## src/sv/imuoc_pkg.sv

```systemverilog
// Shared types, constants and helpers for the six-axis offset calibrator.
package imuoc_pkg;

    // Averaging round shape
    localparam int AVG_COUNT = 50;
    localparam int DISCARD   = 30;

    // Sample index runs 0 .. AVG_COUNT + DISCARD within a round
    localparam int SIDX_END = AVG_COUNT + DISCARD;
    localparam int SIDX_W   = $clog2(SIDX_END + 1);

    // Sum magnitude and signed sum widths
    localparam int MAGS_W = $clog2(AVG_COUNT * 32768 + 1);
    localparam int SUM_W  = MAGS_W + 1;

    // Mean by reciprocal: (x * MEAN_RECIP) >> MEAN_SHIFT is the truncated x / AVG_COUNT
    // for every x below 2**MAGS_W
    localparam int     MEAN_SHIFT = MAGS_W + $clog2(AVG_COUNT);
    localparam longint MEAN_RECIP = ((longint'(1) << MEAN_SHIFT) + AVG_COUNT - 1) / AVG_COUNT;
    localparam int     RECIP_W    = $clog2(MEAN_RECIP + 1);
    localparam int     PROD_W     = MAGS_W + RECIP_W;

    // Divisor width: covers the gyro deadzone plus one
    localparam int DVS_W    = 9;
    localparam int DIVCNT_W = $clog2(MAGS_W);

    // Mean magnitude width (largest value is 32768)
    localparam int MAG_W = 16;

    localparam int NUM_AXES  = 6;
    localparam int NUM_ACCEL = 3;

    // Register reset values
    localparam logic [7:0] ACCEL_DZ_RST   = 8'd20;
    localparam logic [7:0] GYRO_DZ_RST    = 8'd3;
    localparam logic [3:0] MAX_ROUNDS_RST = 4'd11;

    // Register indexes
    localparam logic [1:0] CFG_ACCEL_DZ   = 2'd0;
    localparam logic [1:0] CFG_GYRO_DZ    = 2'd1;
    localparam logic [1:0] CFG_MAX_ROUNDS = 2'd2;

    // Item function codes
    localparam logic FUNC_START  = 1'b0;
    localparam logic FUNC_SAMPLE = 1'b1;

    // Calibration progress
    typedef enum logic [1:0] {
        PH_IDLE   = 2'd0,
        PH_FIRST  = 2'd1,
        PH_REFINE = 2'd2,
        PH_DONE   = 2'd3
    } phase_t;

    typedef struct packed {
        logic               func;
        logic signed [15:0] accel_x;
        logic signed [15:0] accel_y;
        logic signed [15:0] accel_z;
        logic signed [15:0] gyro_x;
        logic signed [15:0] gyro_y;
        logic signed [15:0] gyro_z;
    } item_t;

    typedef struct packed {
        logic signed [15:0] off_accel_x;
        logic signed [15:0] off_accel_y;
        logic signed [15:0] off_accel_z;
        logic signed [15:0] off_gyro_x;
        logic signed [15:0] off_gyro_y;
        logic signed [15:0] off_gyro_z;
        logic [3:0]         round_number;
        logic               done_res;
        logic               converged;
    } res_t;

    // Clamp an 18-bit signed value to 16 bits
    function automatic logic signed [15:0] sat16(input logic signed [17:0] v);
        logic signed [15:0] r;
        if (v > 18'sd32767)
            r = 16'sh7FFF;
        else if (v < -18'sd32768)
            r = 16'sh8000;
        else
            r = v[15:0];
        return r;
    endfunction

endpackage

```

## src/sv/imu_offset_calibrator.sv

```systemverilog
// Six-axis offset calibrator: sample averaging, shared divider and offset update.
//
//  channel  | direction | handshake            | payload
//  ---------+-----------+----------------------+----------------------------
//  in       | in        | in_valid / in_stall  | in_item  (imuoc_pkg::item_t)
//  out      | out       | out_valid / out_stall| out_item (imuoc_pkg::res_t)
//  cfg      | in        | cfg_we               | cfg_index, cfg_data
//
// A summed sample is added one axis at a time (one shared adder walks the six axes). The
// sample that closes a round adds, then takes one reciprocal multiply per axis for the mean
// and, in refinement, one restoring divider pass of MAGS_W (21) steps per axis outside its
// deadzone.
// in_stall is low only while the sequencer waits for an item; a finished result
// sits in the output register and the next one holds until it is taken.
// Reset clears control state and returns registers to their defaults.
module imu_offset_calibrator (
    input  logic              clk,
    input  logic              rst_n,
    input  logic              in_valid,
    output logic              in_stall,
    input  imuoc_pkg::item_t  in_item,
    output logic              out_valid,
    input  logic              out_stall,
    output imuoc_pkg::res_t   out_item,
    input  logic              cfg_we,
    input  logic [1:0]        cfg_index,
    input  logic [7:0]        cfg_data
);
    import imuoc_pkg::*;

    typedef enum logic [7:0] {
        S_WAIT = 8'b00000001,
        S_ACC  = 8'b00000010,
        S_LOAD = 8'b00000100,
        S_MEAN = 8'b00001000,
        S_DIV  = 8'b00010000,
        S_AXIS = 8'b00100000,
        S_FIN  = 8'b01000000,
        S_EMIT = 8'b10000000
    } state_t;

    state_t                   state_reg, state_next;
    phase_t                   phase_reg, phase_next;
    logic [7:0]               accel_dz_reg, gyro_dz_reg;
    logic [3:0]               max_rounds_reg;
    logic signed [SUM_W-1:0]  sum_reg [NUM_AXES];
    logic signed [SUM_W-1:0]  sum_next [NUM_AXES];
    logic signed [15:0]       off_reg [NUM_AXES];
    logic signed [15:0]       off_next [NUM_AXES];
    logic signed [15:0]       samp_reg [NUM_AXES];
    logic signed [15:0]       samp_next [NUM_AXES];
    logic [SIDX_W-1:0]        sidx_reg, sidx_next;
    logic [3:0]               round_reg, round_next;
    logic [2:0]               axis_reg, axis_next;
    logic [2:0]               ready_cnt_reg, ready_cnt_next;
    logic                     res_done_reg, res_done_next;
    logic                     res_conv_reg, res_conv_next;
    logic                     neg_reg, neg_next;
    logic                     corr_reg, corr_next;
    logic [MAGS_W-1:0]        quo_reg, quo_next;
    logic [DVS_W-1:0]         rem_reg, rem_next;
    logic [DVS_W-1:0]         dvs_reg, dvs_next;
    logic [DIVCNT_W-1:0]      dcnt_reg, dcnt_next;
    logic                     out_valid_reg, out_valid_next;
    res_t                     out_reg, out_next;

    logic                     in_xfer;
    logic                     is_accel;
    logic [7:0]               dz;
    logic [DVS_W-1:0]         corr_dvs;
    logic [DVS_W:0]           shifted;
    logic [DVS_W:0]           trial;
    logic [PROD_W-1:0]        mean_prod;
    logic [MAG_W-1:0]         q16;
    logic [MAG_W-1:0]         q_shift;
    logic signed [SUM_W-1:0]  cur_sum;
    logic signed [SUM_W-1:0]  abs_sum;
    logic signed [17:0]       first_val;
    logic signed [17:0]       corr_val;
    logic [3:0]               round_inc;
    logic                     all_ready;

    assign in_stall  = (state_reg != S_WAIT);
    assign in_xfer   = in_valid && !in_stall;
    assign out_valid = out_valid_reg;
    assign out_item  = out_reg;

    // Per-axis selection shared by all sequencer steps
    assign is_accel = (axis_reg < 3'(NUM_ACCEL));
    assign dz       = is_accel ? accel_dz_reg : gyro_dz_reg;
    assign corr_dvs = is_accel ? ((accel_dz_reg == 8'd0) ? DVS_W'(1) : DVS_W'(accel_dz_reg))
                               : DVS_W'({1'b0, gyro_dz_reg} + 9'd1);
    assign cur_sum  = sum_reg[axis_reg];
    assign abs_sum  = cur_sum[SUM_W-1] ? -cur_sum : cur_sum;

    // Reciprocal product for the mean of the loaded sum magnitude
    assign mean_prod = {{RECIP_W{1'b0}}, quo_reg} * {{MAGS_W{1'b0}}, RECIP_W'(MEAN_RECIP)};

    // Restoring divider step
    assign shifted = {rem_reg, quo_reg[MAGS_W-1]};
    assign trial   = shifted - {1'b0, dvs_reg};

    // Quotient views for the offset update
    assign q16       = quo_reg[MAG_W-1:0];
    assign q_shift   = is_accel ? (q16 >> 3) : (q16 >> 2);
    assign first_val = neg_reg ? $signed({2'b00, q_shift}) : -$signed({2'b00, q_shift});
    assign corr_val  = neg_reg ? ($signed({{2{off_reg[axis_reg][15]}}, off_reg[axis_reg]})
                                  + $signed({2'b00, q16}))
                               : ($signed({{2{off_reg[axis_reg][15]}}, off_reg[axis_reg]})
                                  - $signed({2'b00, q16}));
    assign round_inc = round_reg + 4'd1;
    assign all_ready = (ready_cnt_reg == 3'(NUM_AXES));

    // Sequencer and datapath next state
    always_comb
    begin
        state_next     = state_reg;
        phase_next     = phase_reg;
        sum_next       = sum_reg;
        off_next       = off_reg;
        samp_next      = samp_reg;
        sidx_next      = sidx_reg;
        round_next     = round_reg;
        axis_next      = axis_reg;
        ready_cnt_next = ready_cnt_reg;
        res_done_next  = res_done_reg;
        res_conv_next  = res_conv_reg;
        neg_next       = neg_reg;
        corr_next      = corr_reg;
        quo_next       = quo_reg;
        rem_next       = rem_reg;
        dvs_next       = dvs_reg;
        dcnt_next      = dcnt_reg;
        out_valid_next = out_valid_reg;
        out_next       = out_reg;

        // Drop the result register once its transfer completes
        if (out_valid_reg && !out_stall)
            out_valid_next = 1'b0;

        unique case (state_reg)
            S_WAIT:
            begin
                if (in_xfer)
                begin
                    if (in_item.func == FUNC_START)
                    begin
                        // Restart from scratch and report zero offsets
                        for (int k = 0; k < NUM_AXES; k++)
                        begin
                            sum_next[k] = '0;
                            off_next[k] = '0;
                        end
                        sidx_next     = '0;
                        round_next    = '0;
                        phase_next    = PH_FIRST;
                        res_done_next = 1'b0;
                        res_conv_next = 1'b0;
                        state_next    = S_EMIT;
                    end
                    else if (phase_reg == PH_FIRST || phase_reg == PH_REFINE)
                    begin
                        samp_next[0] = in_item.accel_x;
                        samp_next[1] = in_item.accel_y;
                        samp_next[2] = in_item.accel_z;
                        samp_next[3] = in_item.gyro_x;
                        samp_next[4] = in_item.gyro_y;
                        samp_next[5] = in_item.gyro_z;
                        if (sidx_reg > SIDX_W'(DISCARD))
                        begin
                            axis_next  = '0;
                            state_next = S_ACC;
                        end
                        else
                            sidx_next = sidx_reg + SIDX_W'(1);
                    end
                end
            end

            S_ACC:
            begin
                // Add one axis per cycle
                sum_next[axis_reg] = cur_sum + SUM_W'(samp_reg[axis_reg]);
                if (axis_reg == 3'(NUM_AXES - 1))
                begin
                    axis_next = '0;
                    if (sidx_reg == SIDX_W'(SIDX_END))
                    begin
                        sidx_next      = '0;
                        ready_cnt_next = '0;
                        state_next     = S_LOAD;
                    end
                    else
                    begin
                        sidx_next  = sidx_reg + SIDX_W'(1);
                        state_next = S_WAIT;
                    end
                end
                else
                    axis_next = axis_reg + 3'd1;
            end

            S_LOAD:
            begin
                // Latch the sum magnitude and sign for this axis and clear its sum
                neg_next           = cur_sum[SUM_W-1];
                quo_next           = abs_sum[MAGS_W-1:0];
                corr_next          = 1'b0;
                sum_next[axis_reg] = '0;
                state_next         = S_MEAN;
            end

            S_MEAN:
            begin
                // Mean magnitude by reciprocal multiply
                quo_next   = MAGS_W'(mean_prod >> MEAN_SHIFT);
                state_next = S_AXIS;
            end

            S_DIV:
            begin
                if (!trial[DVS_W])
                begin
                    rem_next = trial[DVS_W-1:0];
                    quo_next = {quo_reg[MAGS_W-2:0], 1'b1};
                end
                else
                begin
                    rem_next = shifted[DVS_W-1:0];
                    quo_next = {quo_reg[MAGS_W-2:0], 1'b0};
                end
                dcnt_next = dcnt_reg + DIVCNT_W'(1);
                if (dcnt_reg == DIVCNT_W'(MAGS_W - 1))
                    state_next = S_AXIS;
            end

            S_AXIS:
            begin
                if (!corr_reg && phase_reg == PH_FIRST)
                begin
                    off_next[axis_reg] = sat16(first_val);
                    state_next         = S_FIN;
                end
                else if (!corr_reg && ({8'd0, q16} <= {8'd0, 8'd0, dz}))
                begin
                    ready_cnt_next = ready_cnt_reg + 3'd1;
                    state_next     = S_FIN;
                end
                else if (!corr_reg)
                begin
                    // Axis outside its deadzone: divide the mean by the correction divisor
                    quo_next   = MAGS_W'(q16);
                    rem_next   = '0;
                    dvs_next   = corr_dvs;
                    dcnt_next  = '0;
                    corr_next  = 1'b1;
                    state_next = S_DIV;
                end
                else
                begin
                    off_next[axis_reg] = sat16(corr_val);
                    state_next         = S_FIN;
                end
                // Advance to the next axis unless a division follows
                if (state_next == S_FIN && axis_reg != 3'(NUM_AXES - 1))
                begin
                    axis_next  = axis_reg + 3'd1;
                    state_next = S_LOAD;
                end
            end

            S_FIN:
            begin
                axis_next = '0;
                if (phase_reg == PH_FIRST)
                begin
                    res_conv_next = 1'b0;
                    if (max_rounds_reg == 4'd0)
                    begin
                        phase_next    = PH_DONE;
                        res_done_next = 1'b1;
                    end
                    else
                    begin
                        phase_next    = PH_REFINE;
                        res_done_next = 1'b0;
                    end
                end
                else
                begin
                    round_next = round_inc;
                    if (all_ready || round_inc >= max_rounds_reg)
                    begin
                        phase_next    = PH_DONE;
                        res_done_next = 1'b1;
                        res_conv_next = all_ready;
                    end
                    else
                    begin
                        res_done_next = 1'b0;
                        res_conv_next = 1'b0;
                    end
                end
                state_next = S_EMIT;
            end

            S_EMIT:
            begin
                // Hold until the result register is free
                if (!(out_valid_reg && out_stall))
                begin
                    out_next.off_accel_x  = off_reg[0];
                    out_next.off_accel_y  = off_reg[1];
                    out_next.off_accel_z  = off_reg[2];
                    out_next.off_gyro_x   = off_reg[3];
                    out_next.off_gyro_y   = off_reg[4];
                    out_next.off_gyro_z   = off_reg[5];
                    out_next.round_number = round_reg;
                    out_next.done_res     = res_done_reg;
                    out_next.converged    = res_conv_reg;
                    out_valid_next        = 1'b1;
                    state_next            = S_WAIT;
                end
            end

            default:
            begin
                state_next = S_WAIT;
            end
        endcase
    end

    // Control state and configuration registers
    always_ff @(posedge clk or negedge rst_n)
    begin
        if (!rst_n)
        begin
            state_reg      <= S_WAIT;
            phase_reg      <= PH_IDLE;
            sidx_reg       <= '0;
            round_reg      <= '0;
            axis_reg       <= '0;
            ready_cnt_reg  <= '0;
            res_done_reg   <= 1'b0;
            res_conv_reg   <= 1'b0;
            corr_reg       <= 1'b0;
            dcnt_reg       <= '0;
            out_valid_reg  <= 1'b0;
            accel_dz_reg   <= ACCEL_DZ_RST;
            gyro_dz_reg    <= GYRO_DZ_RST;
            max_rounds_reg <= MAX_ROUNDS_RST;
            for (int k = 0; k < NUM_AXES; k++)
            begin
                sum_reg[k] <= '0;
                off_reg[k] <= '0;
            end
        end
        else
        begin
            state_reg     <= state_next;
            phase_reg     <= phase_next;
            sidx_reg      <= sidx_next;
            round_reg     <= round_next;
            axis_reg      <= axis_next;
            ready_cnt_reg <= ready_cnt_next;
            res_done_reg  <= res_done_next;
            res_conv_reg  <= res_conv_next;
            corr_reg      <= corr_next;
            dcnt_reg      <= dcnt_next;
            out_valid_reg <= out_valid_next;
            sum_reg       <= sum_next;
            off_reg       <= off_next;
            if (cfg_we)
            begin
                unique case (cfg_index)
                    CFG_ACCEL_DZ:   accel_dz_reg   <= cfg_data;
                    CFG_GYRO_DZ:    gyro_dz_reg    <= cfg_data;
                    CFG_MAX_ROUNDS: max_rounds_reg <= cfg_data[3:0];
                    default:        ;
                endcase
            end
        end
    end

    // Payload registers
    always_ff @(posedge clk)
    begin
        samp_reg <= samp_next;
        neg_reg  <= neg_next;
        quo_reg  <= quo_next;
        rem_reg  <= rem_next;
        dvs_reg  <= dvs_next;
        out_reg  <= out_next;
    end

    // The ready count covers six axes at most
    assert property (@(posedge clk) disable iff (!rst_n)
        ready_cnt_reg <= 3'(NUM_AXES))
        else $error("ready count above axis count");

    // The divider only runs while a calibration is in progress
    assert property (@(posedge clk) disable iff (!rst_n)
        state_reg == S_DIV |-> (phase_reg == PH_FIRST || phase_reg == PH_REFINE))
        else $error("divider active outside calibration");

    // A converged result is always a final one
    assert property (@(posedge clk) disable iff (!rst_n)
        out_valid_reg && out_reg.converged |-> out_reg.done_res)
        else $error("converged without done");

    // Loading a final result leaves the block finished
    assert property (@(posedge clk) disable iff (!rst_n)
        state_reg == S_EMIT && !(out_valid_reg && out_stall) && res_done_reg
        |=> phase_reg == PH_DONE)
        else $error("final result emitted while calibration still running");

    // The sample index never passes the end of a round
    assert property (@(posedge clk) disable iff (!rst_n)
        sidx_reg <= SIDX_W'(SIDX_END))
        else $error("sample index past round end");

endmodule
```

## config.mk

```make
export PLATFORM = sky130hd
export DESIGN_NAME = imu_offset_calibrator
export DESIGN_NICKNAME = d
export VERILOG_FILES = /design/src/sv/imuoc_pkg.sv /design/src/sv/imu_offset_calibrator.sv
export SDC_FILE = /design/constraint.sdc
export NUM_CORES = 1
export LEC_CHECK = 0
export BUFFER_PORTS_ARGS = -buffer_cell sky130_fd_sc_hd__buf_2
export CORE_ASPECT_RATIO = 1.25
export CORE_MARGIN = 5
export CORE_UTILIZATION = 58
export CTS_BUF_LIST = sky130_fd_sc_hd__clkbuf_2
export DETAILED_ROUTE_END_ITERATION = 8
export PLACE_DENSITY = 0.78
export SKIP_LAST_GASP = 1
export SYNTH_ARGS = -nofsm -noshare
export SYNTH_HDL_FRONTEND = slang
export SYNTH_SLANG_ARGS = --single-unit
```

## constraint.sdc

```tcl
create_clock -name clk -period 6.9 [get_ports clk]
set_clock_uncertainty 0.05 [all_clocks]
set_input_delay 1.38 -clock clk [delete_from_list [all_inputs] [get_ports clk]]
set_output_delay 1.38 -clock clk [all_outputs]
set_load 0.05 [all_outputs]
```

Yosys cells after proc, flatten, opt, wreduce, memory -nomap -nowiden
Index checks and enable logic that the tools add are counted.

Bits in latches: 0. Input port bits: 112. Output and inout bits: 104. Word-level logic and storage cells: 275. Bits in read-only memories: 0. Register bits: 522. Memories kept: 0. Memory bits (writable): 0.

Bitwise logic cells: 8. $mul: 1. Shifts and indexed selects: 0. Reduce and logical (&&, ||, !) cells: 44. Div/mod/pow operators: 0. Eq/ne operators: 40. Magnitude comparators: 10. Multiplexer cells: 114. Add/subtract/negate cells: 12.

Operators by type and width (count): $mux W96 (5); $pmux W132 S3 (1); $mux W132 (2); $mux W16 (15); $bwmux W96 (2); $pmux W96 S2 (1); $and A132 B132 Y132 (1); $bwmux W132 (1); $not A132 Y132 (1); $bmux W16 S3 (2); $mux W8 (11); $mux W21 (4); $pmux W21 S4 (1); $bmux W22 S3 (1); $demux W22 S3 (1); $mux W22 (3); $pmux W8 S8 (1); $mux W7 (9); $demux W16 S3 (1); $mux W9 (5); $mul A21 B22 Y43 const B (1); $gt A18 B16 Y1 const B (2); $lt A18 B16 Y1 const B (2); $mux W18 (2); other kinds (63) (154).

Longest topological paths before layout
Depth after elaboration: 18. Gate-level depth with buffers: 25. Gate-level depth less buffers: 25.

Least setup slack after synthesis
No wires, ideal clock.

Path type: input to register. Start: in out_stall. End: reg out_reg (netlist bit out_item[0]) (enable). Slack: 0.058 ns. Setup time: 0.596 ns. Arrival time: 6.196 ns. Cell stages on the path: 1. Buffers on the path: 0. Path through: a21oi_1.

Word-level cells in the longest chain between the ends: 3.

Ends and longest elaborated chain: start: declaration (line imu_offset_calibrator.sv:23) `input logic out_stall,`; $logic_and A1 B1 Y1 (line imu_offset_calibrator.sv:310) `if (!(out_valid_reg && out_stall))`; $not A1 Y1 (no line); $reduce_and A2 Y1 (no line); end signal: assignment (line imu_offset_calibrator.sv:393) `out_reg <= out_next;`; end: declaration (line imu_offset_calibrator.sv:65) `res_t out_reg, out_next;`.

Every way passes these cells. A chain may end at the register's enable or synchronous reset.

Final worst setup path
Start: reg quo_reg[6]. End: reg quo_reg[0], data pin.

Word-level cells in the longest chain between the ends: 2.

Ends and longest elaborated chain: start: declaration (line imu_offset_calibrator.sv:60) `logic [MAGS_W-1:0] quo_reg, quo_next;`; start signal: assignment (line imu_offset_calibrator.sv:390) `quo_reg <= quo_next;`; $mul A21 B22 Y43 (line imu_offset_calibrator.sv:97) `assign mean_prod = {{RECIP_W{1'b0}}, quo_reg} * {{MAGS_W{1'b0}}, RECIP_W'(MEAN_RECIP)};`; $pmux W21 S4 (line imu_offset_calibrator.sv:141) `unique case (state_reg)`; named net quo_next[0] (line imu_offset_calibrator.sv:60).

The timed path passes the listed nets, and every way through them passes these cells.

==> flow_metrics.env <==
export IMPL_syn_cell_area_um2=33600
export IMPL_synth_yosys_seq_area_share_pct=42.5
export IMPL_synth_edf_count=238
export IMPL_yosysMostFrequentCell="inv_1"
export IMPL_hold_viol=0
export IMPL_route_detailed_drc=0
export IMPL_endpoint="quo_reg[0]"
export IMPL_fp_dieH_um=279
export IMPL_ys_ff_latch=522
export IMPL_intPower_w=0.00431
export IMPL_start_util_pct=58.7
export IMPL_rsz0062_at_grt="yes"
export IMPL_ant_nets=0
export IMPL_drive_gt1_share_pct=19.1
export IMPL_numClockSinks=522
export IMPL_crit_path_cell_trace="buf_4 > fa_2 > inv_1 > fa_1 > fa_1 > inv_1 > fa_1 > fa_1 > fa_1 > fa_1 > ha_1 > buf_4 > a21o_1 > a21o_1 > a21oi_1 > o21ai_0 > a21oi_1 > buf_4 > buf_4 > o21bai_1 > xnor2_1 > o21ai_0"
export IMPL_slew_viol_final=0
export IMPL_h_tree_depth=3
export IMPL_tightest_slew_ns=1.33
export IMPL_grt_usage_pct=31.8
export IMPL_critPathKind="register to register"
export IMPL_crit_top_cell="fa_1"
export IMPL_r2r_start="quo_reg[6]"
export IMPL_synth_mux_area_share_pct=4.18
export IMPL_crit_arrival_ns=7.68
export IMPL_end_kind="register"
export IMPL_p_sw_w=0.00187
export IMPL_cp_num_cells=22
export IMPL_relSlewSlack_pct=11.1
export IMPL_period_minus_slack_ns=6.76
export IMPL_first_iter_violations=2549
export IMPL_slowest_delay_ns=0.63
export IMPL_multi_input_comb_area_um2=17900
export IMPL_final_area_um2=37300
export IMPL_combPwrFrac_pct=10.1
export IMPL_place_hpwl_mm=76.1
export IMPL_power_frac_clock_pct=33.3
export IMPL_drv_cap=0
export IMPL_io_buffers=215
export IMPL_layout_area_overhead_vs_synth_pct=11.0
export IMPL_vias_per_cell=6.28
export IMPL_dieArea_um2=62900
export IMPL_syn_nets=3591
export IMPL_yosys_top_cells_area="edfxtp_1 21%, dfrtp_1 21%, ha_1 11%, fa_1 9.5%, inv_1 3.5%"
export IMPL_cts_buffers=120
export IMPL_yosysTopAreaCell="edfxtp_1"
export IMPL_reg2reg_depth=22
export IMPL_fmax_mhz=148
export IMPL_avgSynthCellArea_um2=11.1
export IMPL_ys_warn_count=0
export IMPL_cts_max_path_buffers=3
export IMPL_powerDensity_nw_per_um2=166
export IMPL_worst_setup_path_start_kind="register"
export IMPL_grt_start_max_net_pins=169
export IMPL_grt_pass1_vias=27500
export IMPL_wl_per_cell_um=24.0
export IMPL_seqPwrFrac_pct=56.6
export IMPL_crit_slowest_cell="fa_2"
export IMPL_core_area_um2=57300
export IMPL_synthXorXnorAreaFrac_pct=2.48
export IMPL_placed_area_um2=36000
export IMPL_synthArstFlopShare_pct=54.4
export IMPL_synth_flop_cell="dfrtp_1"
export IMPL_crit_required_ns=7.82
export IMPL_clk_pin_slew_ns=0.12
export IMPL_drt_wl_total_mm=101
export IMPL_ys_types=97
export IMPL_root_buffer="clkbuf_2"
export IMPL_finalSetupViolCount=0
export IMPL_cpLargestDelayFamily="adder cells"
export IMPL_vias=26500
export IMPL_whs_ns=0.191
export IMPL_antenna_found_initial=3
export IMPL_insertion_delay_ns=1.30
export IMPL_crit_fanout=7
export IMPL_r2r_end="quo_reg[0]"
export IMPL_status="completed"
export IMPL_num_fill_cells=4458
export IMPL_pin_count=216
export IMPL_synth_cells=3029
export IMPL_sw_frac_of_total_pct=30.2
export IMPL_critical_path_buf_inv_count=6
export IMPL_drtPass1Iterations=6
export IMPL_grt_pass1_wl_mm=156
export IMPL_gp_congestion=1.00
export IMPL_synth_compound_area_share_pct=16.6
export IMPL_synthAdderAreaFrac_pct=20.3
export IMPL_synth_commonest_cells="309 x inv_1, 291 x ha_1, 276 x dfrtp_1, 252 x nand2_1, 238 x edfxtp_1"
export IMPL_peakVddDrop_mv=0.186
export IMPL_rows=98
export IMPL_layout_nets=3924
export IMPL_worst_r2r_setup_slack_ns=0.14
export IMPL_largest_reg_flops=132
export IMPL_period_share_pct=98.0
export IMPL_seq_area_um2=14300
export IMPL_synth_simple_gate_area_share_pct=9.11
export IMPL_hp_class="primary input to register"
export IMPL_die_w_um=225
export IMPL_cts_tree="yes"
export IMPL_worstSetupStartpoint="quo_reg[6]"
export IMPL_synth_top_family_by_area="adder cells"
export IMPL_power_leakage_nw=17.7
export IMPL_grt_ovfl_total=0
export IMPL_synth_top_area_share_pct=21.3
-- power groups by stage --
| stage | Sequential (W) | Combinational, W | Clock (W) |
|---|---|---|---|
| final | 0.00349 | 0.000626 | 0.00206 |
| after detailed placement | 0.00356 | 0.000623 | 0 |
| after floorplan | 0.00370 | 0.000245 | 0 |
| after global placement | 0.00355 | 0.000605 | 0 |
| after global routing | 0.00351 | 0.000665 | 0.00225 |
| after CTS | 0.00349 | 0.000625 | 0.00209 |
-- metrics by stage --
| step | setup TNS (ns) | setup slack [ns] | power [W] | utilization, % | cells |
|---|---|---|---|---|---|
| floorplan | 0 | 0.0580 | 0.00394 | - | 3029 |
| global placement | 0 | 0.0734 | 0.00416 | 62.8 | 3982 |
| detailed placement | -0.0767 | -0.0767 | 0.00418 | 62.8 | 3982 |
| CTS | -0.0303 | -0.0303 | 0.00620 | 64.8 | 4208 |
| global route | -0.199 | -0.119 | 0.00643 | 65.1 | 4219 |
| finish | 0 | 0.140 | 0.00618 | 65.1 | 4221 |
-- layout by cell type (no fill, tap or decap), drive strengths merged, types with 16 or more instances in the layout --
cell / synthesis / final
a21boi: 29 / 29
a21o: 40 / 40
a21oi: 118 / 118
a22o: 123 / 123
a22oi: 65 / 65
a31oi: 20 / 20
and2: 17 / 17
buf: 30 / 317
clkbuf: 76 / 172
clkinv: 3 / 52
dfrtp: 276 / 276
edfxtp: 238 / 238
fa: 159 / 159
ha: 291 / 291
inv: 309 / 313
mux2: 37 / 37
mux2i: 65 / 65
nand2: 252 / 252
nand2b: 22 / 22
nand3: 54 / 54
nor2: 144 / 144
nor2b: 16 / 16
nor3: 37 / 37
o21ai: 202 / 202
o221ai: 46 / 46
o31ai: 16 / 16
or3: 17 / 17
xnor2: 74 / 74
xor2: 21 / 21
-- cells by family (layout without fill, tap and decap cells) --
group / after synthesis / after routing
multiplexers: 117 / 117
buffers and inverters: 418 / 855
AO/OA/AOI/OAI: 785 / 785
flip-flops: 522 / 522
XOR/XNOR: 95 / 95
adder cells (fa/ha/maj): 450 / 450
other: 0 / 5
AND/OR/NAND/NOR: 642 / 642
-- worst min path at each step --
stage,from,endpoint,cells past startpoint
floorplan,res_conv_reg,out_item[0],0
global placement,res_done_reg,out_item[1],0
detailed placement,res_conv_reg,out_item[0],0
CTS,in_item[14],samp_reg[14],1
global route,in_item[85],samp_reg[85],1
finish,in_item[14],samp_reg[14],1
-- layout make-up --
type                            instances  area share (%)
Multi-Input combinational cell       2089            47.9
Inverter                              312            3.14
Clock buffer                          172            2.31
Antenna cell                            5          0.0335
Timing Repair Buffer                  317            5.10
Clock inverter                         54           0.785
Sequential cell                       522            38.2
Tap cell                              750            2.52
-- per-layer routing --
metal	part of all wire (%)	GRT usage, %	up-vias
li1	-	-	11700
met1	37	38.9	13000
met5	0.013	0	-
met4	5.7	16.0	2
met2	49	53.9	1379
met3	8.1	6.18	341
-- repair_timing --
item                       CTS  global route
setup buffers                0             8
setup endpoints to repair    3            15
resized for setup            2            20
hold buffers                 0             0
pin swaps                    0             3
No activity file was read; power rests on OpenSTA's default activity.
